`src/sv/bts_pkg.sv`:
```
package bts_pkg;

  typedef enum logic [1:0] {
    CMD_WRITE_KEY   = 2'd0,
    CMD_WRITE_PTR   = 2'd1,
    CMD_WRITE_COUNT = 2'd2,
    CMD_SEARCH      = 2'd3
  } cmd_t;

  typedef enum logic [3:0] {
    ST_IDLE,
    ST_CHECK,
    ST_DIV,
    ST_COUNT_RD,
    ST_COUNT_WAIT,
    ST_BSEARCH,
    ST_KEY_WAIT,
    ST_LAST_WAIT,
    ST_PTR_WAIT,
    ST_DONE
  } state_t;

  localparam logic REG_INDEX_START = 1'b0;
  localparam logic REG_INDEX_END   = 1'b1;

  localparam int OFFSET_W = 31;
  localparam int KEY_W    = 64;
  localparam int PTR_W    = 32;
  localparam int IN_DATA_W  = 112;
  localparam int OUT_DATA_W = 32;

  localparam logic [PTR_W-1:0] LEAF_NONE = '1;

endpackage

```
`src/sv/bts_div.sv`:
```
module bts_div import bts_pkg::*; #(
  parameter int NODE_BYTES = 4096,
  parameter int QW = 8
) (
  input  logic                clk,
  input  logic                rst,
  input  logic                start,
  input  logic [OFFSET_W-1:0] dividend,
  output logic                busy,
  output logic [QW-1:0]       quotient
);

  localparam int SHIFT = OFFSET_W + $clog2(NODE_BYTES);
  localparam int MW = OFFSET_W + 1;
  localparam int PW = OFFSET_W + MW;
  localparam longint RECIP = ((longint'(1) << SHIFT) + longint'(NODE_BYTES) - 1)
                             / longint'(NODE_BYTES);
  localparam logic [MW-1:0] MULT = MW'(RECIP);

  logic                pending;
  logic [OFFSET_W-1:0] num;
  logic [PW-1:0]       prod;

  assign busy     = pending;
  assign quotient = prod[SHIFT +: QW];

  always_ff @(posedge clk) begin
    if (rst) begin
      pending <= 1'b0;
    end else begin
      pending <= start;
    end
  end

  always_ff @(posedge clk) begin
    if (start) begin
      num <= dividend;
    end
    if (pending) begin
      prod <= PW'(num) * PW'(MULT);
    end
  end

endmodule

```
`config.mk`:
```
export PLATFORM = sky130hd
export DESIGN_NAME = bts_div
export DESIGN_NICKNAME = d
export VERILOG_FILES = /design/src/sv/bts_pkg.sv /design/src/sv/bts_div.sv
export SDC_FILE = /design/constraint.sdc
export NUM_CORES = 1
export LEC_CHECK = 0
export BUFFER_PORTS_ARGS = -buffer_cell sky130_fd_sc_hd__buf_2
export CAP_MARGIN = 5
export CORE_MARGIN = 2
export CORE_UTILIZATION = 38
export DETAILED_ROUTE_END_ITERATION = 8
export GPL_TIMING_DRIVEN = 0
export HOLD_SLACK_MARGIN = 0.08
export PLACE_DENSITY = 0.87
export SYNTH_ARGS = -nofsm -noshare
export SYNTH_HDL_FRONTEND = slang
export SYNTH_SLANG_ARGS = --single-unit
```
`constraint.sdc`:
```
create_clock -name clk -period 1.4 [get_ports clk]
set_input_delay 0.28 -clock clk [delete_from_list [all_inputs] [get_ports clk]]
set_output_delay 0.28 -clock clk [all_outputs]
set_load 0.05 [all_outputs]
```
==> impl_metrics.json, run 1 <==
{
  "grt_pass1_wl_um": 876,
  "use_met3_pct": 4.89,
  "clock-sinks": 17,
  "p_comb_share_pct": 10.9,
  "required_ns": 1.12,
  "synth_area_leaders": "edfxtp_1, dfxtp_1, nor2b_4",
  "syn_avg_cell_area_sq_um": 28.6,
  "crit_type": "reg -> out",
  "synth_edf_count": 16,
  "insertion_delay_ns": 0.27,
  "ant_nets": 0,
  "intPower_uw": 734,
  "row_count": 13,
  "grtUsageMet2_pct": 12.1,
  "grt_overflow_total": 0,
  "p_sw_uw": 216,
  "synthAdderAreaFrac_pct": 0,
  "post_drt_wl_per_cell_um": 9.73,
  "cts_buffers": 3,
  "hold_path.class": "in -> reg",
  "arrival_ns": 0.95,
  "rsz0062_at_grt": "no",
  "finalCriticalPeriod_ns": 1.23,
  "cts_htree_levels": 1,
  "powerDensity_nw_per_um2": 1440,
  "critical_path_buf_inv_count": 1,
  "fmax_ghz": 0.814,
  "track_usage_pct": 9.46,
  "synth_cells": 18,
  "drtIter0Drc": 0,
  "grt_pass1_vias": 203,
  "yosys_register_bits": 17,
  "ys.flop_type": "edfxtp_1",
  "dp_slack_ns": 0.276,
  "die_h_um": 40.8,
  "clock-skew-final_ns": 0.00292,
  "synthXorXnorAreaFrac_pct": 0,
  "maxSlewHeadroom_pct": 83.4,
  "tightestPinTransition_ns": 0.250,
  "yosysSeqAreaShare_pct": 97.3,
  "yosysMostFrequentCell": "edfxtp_1",
  "synth_common_cells": "edfxtp_1, dfxtp_1, nor2b_4",
  "antenna_found_initial": 0,
  "dpl-instance-area_sq_um": 628,
  "stdcell_area_sq_um": 658,
  "synth_top_family_by_area": "simple AND/OR/NAND/NOR gates",
  "cts_buffer_depth": 2,
  "synth_compound_area_share_pct": 0,
  "setup_viol": 0,
  "cts_tree": "yes",
  "finalSetupTns_ns": 0,
  "post_cts_buffers": 0,
  "min_period_over_period_pct": 87.7,
  "layout-area-overhead-vs-synth_pct": 28.0,
  "hold_viol": 0,
  "io_pins": 43,
  "critical_path.slowest_cell": "dfxtp_2",
  "max-vdd-ir-drop_mv": 0.552,
  "die-width_um": 40.8,
  "fin_nets": 76,
  "p_clk_share_pct": 24.8,
  "drv_cap": 0,
  "total_power_uw": 950,
  "async_reset_ff_share_pct": 0,
  "setup_ws_ns": 0.172,
  "cts_root_buf": "clkbuf_4",
  "drt-total-wl_um": 545,
  "yosys_warnings": 0,
  "crit_fanout": 9,
  "gp_congestion": 0.622,
  "critPathCaptureType": "output port",
  "synth_fp_nets": 52,
  "critical-path-top-delay-family": "flip-flops",
  "start_util_pct": 40.0,
  "path_cells": "buf_4",
  "critPathMaxStageDelay_ns": 0.44,
  "final_layout_size_suffix_gt1_share_pct": 58.5,
  "synth_simple_gate_area_share_pct": 2.68,
  "drv_slew": 0,
  "grt.busiest_layer": "met2",
  "switching_share_pct": 22.8,
  "netlist-cell-type-count": 3,
  "p_leak_uw": 0.000260,
  "die_area_sq_um": 1660,
  "met1_usage_pct": 10.7,
  "drcViolationCount": 0,
  "vias_per_cell": 4.29,
  "start_kind": "flop",
  "pwr-share-seq_pct": 64.3,
  "grt_max_degree": 10,
  "port_buffers": 19,
  "fp.coreArea_sq_um": 1280,
  "muxShareOfSynthArea_pct": 0,
  "synth_top_area_share_pct": 93.4,
  "vias": 240,
  "final_util_pct": 51.2,
  "status": "complete, no violations",
  "drtPass1Iterations": 1,
  "clk_pin_slew_ns": 0.08,
  "yosys.area.top_type": "edfxtp_1",
  "antenna_cells": 0,
  "synth_area_sq_um": 514
}
==> power by group through the flow <==
stage	combinational [uW]	sequential (uW)	clock, uW
floorplan	2.53	688	0
global placement	102	621	0
detailed placement	104	623	0
CTS	105	611	249
global route	109	615	283
finish	104	611	236
==> cell usage in the layout (no fill, tap or decap) <==
cell type,synthesis,routed
dfxtp_2,0,1
clkbuf_4,0,3
nor2b_4,1,1
buf_2,0,18
buf_4,0,1
clkbuf_1,0,1
edfxtp_1,16,16
==> sequential cells by signal, indices dropped and copies added, names as in the netlist <==
signal  flops
num         8
prod        8
busy        1
==> metal layers <==
layer,vias up,routed length [um],share of wire [%]
met4,0,8,1.5
met3,2,81,15
li1,117,-,-
met2,18,257,47
met1,103,199,37
met5,-,0,0
==> repair_timing <==
item | 4_1_cts | 5_1_grt
setup endpoints to repair | 1 | 1
cloned | 0 | 0
hold buffers | 0 | 0
resized for setup | 1 | 1
==> cell type report <==
type | count | area (sq um)
clock buffers | 4 | 26.3
fillers | 109 | 627
multi-input cells | 1 | 13.8
repair buffers | 19 | 97.6
well taps | 15 | 18.8
flip-flops and latches | 17 | 502
==> per-stage QoR <==
step,instances,hold slack [ns]
final,56,0.171
after global routing,56,0.146
after CTS,56,0.165
after detailed placement,52,0.406
after global placement,52,0.402
after floorplan,18,0.344
==> cells by family after synthesis <==
| logic type | count (synthesis) |
|---|---|
| flip-flops | 17 |
| AND/OR/NAND/NOR | 1 |
==> path summary, 6_finish.rpt <==
kind / start / endpoint / slack [ns] / cells past startpoint
min: rst / busy$_SDFF_PP0_ / 0.17 / 2
min reg2reg: num[15]$_DFFE_PP_ / prod[46]$_DFFE_PP_ / 0.42 / 0
max reg2reg: busy$_SDFF_PP0_ / prod[44]$_DFFE_PP_ / 0.66 / 0
max: busy$_SDFF_PP0_ / busy / 0.17 / 1
No activity file was read; power rests on OpenSTA's default activity.
==> run 2: changes to the inputs <==
--- a/config.mk
+++ b/config.mk
@@ -11,2 +11,3 @@
 export CORE_UTILIZATION = 38
+export CTS_BUF_LIST = sky130_fd_sc_hd__clkbuf_16
 export DETAILED_ROUTE_END_ITERATION = 8
@@ -18 +19,2 @@
 export SYNTH_SLANG_ARGS = --single-unit
+export TNS_END_PERCENT = 20
==> constraint.sdc (replaced) <==
create_clock -name clk -period 1.4 [get_ports clk]
set_input_delay 0.21 -clock clk [delete_from_list [all_inputs] [get_ports clk]]
set_output_delay 0.21 -clock clk [all_outputs]
set_load 0.05 [all_outputs]
==> run 2 against run 1 <==
Critical path depth unchanged. Hold slack worse by 0.029 ns. Clock skew shrank 0.0022 ns. Routed wire length increased by 6.4%. Critical path type unchanged. Sequential power about the same. Clock power increased by 130%.
==> impl_metrics.json, run 2 (same netlist as run 1, synthesis figures left out) <==
{
  "path_cells": "buf_2",
  "clock-sinks": 17,
  "layout-area-overhead-vs-synth_pct": 37.5,
  "switching_share_pct": 20.1,
  "track_usage_pct": 10.2,
  "fmax_ghz": 0.768,
  "p_clk_share_pct": 42.9,
  "cts_hold_buf": 0,
  "insertion_delay_ns": 0.24,
  "final_layout_size_suffix_gt1_share_pct": 56.1,
  "stdcell_area_sq_um": 707,
  "top_layer_used": "met4",
  "post_cts_buffers": 0,
  "max-vdd-ir-drop_mv": 1.13,
  "critical_path_buf_inv_count": 1,
  "cts_htree_levels": 1,
  "grt_pass1_vias": 208,
  "io_pins": 43,
  "required_ns": 1.19,
  "ctsResizeCount": 0,
  "critPathMaxStageDelay_ns": 0.52,
  "p_sw_uw": 252,
  "fp.coreArea_sq_um": 1280,
  "vias_per_cell": 4.23,
  "grt_max_degree": 10,
  "gp_congestion": 0.622,
  "critical_path.slowest_cell": "dfxtp_1",
  "crit_fanout": 9,
  "drtPass1Iterations": 1,
  "path_depth": 1,
  "drv_slew": 0,
  "port_buffers": 19,
  "powerDensity_nw_per_um2": 1770,
  "arrival_ns": 1.09,
  "cts_tree": "yes",
  "vias": 237,
  "dpl-instance-area_sq_um": 628,
  "layout_commonest_cell": "buf_2",
  "fill_cells": 102,
  "reg2reg_to": "prod[47]$_DFFE_PP_",
  "cts_buffer_depth": 2,
  "critical-path-top-delay-family": "flip-flops",
  "die-width_um": 40.8,
  "hold_viol": 0,
  "p_comb_share_pct": 8.2,
  "die_h_um": 40.8,
  "drtIter0Drc": 0,
  "intPower_uw": 1000,
  "clk_pin_slew_ns": 0.05,
  "clock-skew-final_ns": 0.000726,
  "row_count": 13,
  "setup_ws_ns": 0.0978,
  "pwr-share-seq_pct": 48.9,
  "finalSetupTns_ns": 0,
  "start_util_pct": 40.0,
  "fin_nets": 76,
  "drt-total-wl_um": 580,
  "final_util_pct": 55.0,
  "ant_nets": 0,
  "m1WireLength_um": 229,
  "start_kind": "flop",
  "whs_ns": 0.142,
  "drcViolationCount": 0,
  "p_leak_uw": 0.000287,
  "min_from": "dividend[17]",
  "holdPathEnd": "num[17]$_DFFE_PP_",
  "post_drt_wl_per_cell_um": 10.4,
  "rr_startpoint": "busy$_SDFF_PP0_",
  "cts_root_buf": "clkbuf_16",
  "setup_viol": 0,
  "status": "complete, no violations",
  "min_period_over_period_pct": 93.0,
  "tightestPinTransition_ns": 0.341,
  "critPathCaptureType": "output port",
  "drv_cap": 0,
  "dp_slack_ns": 0.346,
  "crit_type": "reg -> out",
  "rsz0062_at_grt": "no",
  "worstRegToRegCells": 0,
  "antenna_found_initial": 0,
  "dr_wl_met3_um": 82,
  "holdPathStages": 1,
  "grt_overflow_total": 0,
  "hold_path.class": "in -> reg",
  "antenna_cells": 0,
  "dr_wl_met2_um": 253,
  "final_cell_mix": "buf_2, edfxtp_1, clkbuf_16",
  "grt_pass1_wl_um": 890,
  "die_area_sq_um": 1660,
  "maxSlewHeadroom_pct": 77.2,
  "ff2ff_setup_slack_ns": 0.55,
  "finalCriticalPeriod_ns": 1.30,
  "cts_buffers": 3
}
-- run 2: final cells by class --
type                       instances  area, sq um  share of cell area (%)
multi-input combinational          1         13.8                    1.95
sequential                        17          500                    70.8
timing repair buffer              19         95.1                    13.5
clock inverter                     1         3.75                   0.531
tap                               15         18.8                    2.65
clock buffer                       3         75.1                    10.6
-- run 2: how the worst max path moves through the flow --
stage / from / to
final: busy$_SDFF_PP0_ / busy
after global routing: busy$_SDFF_PP0_ / busy
after CTS: busy$_SDFF_PP0_ / busy
after detailed placement: busy$_SDFF_PP0_ / busy
after global placement: busy$_SDFF_PP0_ / busy
after floorplan: busy$_SDFF_PP0_ / prod[43]$_DFFE_PP_
-- run 2: metrics by stage --
stage,total power (uW),instances
after floorplan,690,18
after global placement,723,52
after detailed placement,727,52
after CTS,1260,56
after global routing,1310,56
final,1250,56
-- run 2: power by group through the flow --
stage	logic (uW)	clock network [uW]	registers [uW]
final	103	538	613
after CTS	104	546	614
after detailed placement	104	0	623
after global placement	102	0	621
after floorplan	2.53	0	688
after global routing	108	583	617
-- run 2: per-layer routing --
layer	global-route usage, %	vias up
met3	6.52	2
met4	12.5	0
li1	-	115
met5	0	-
met1	10.7	102
met2	12.1	18
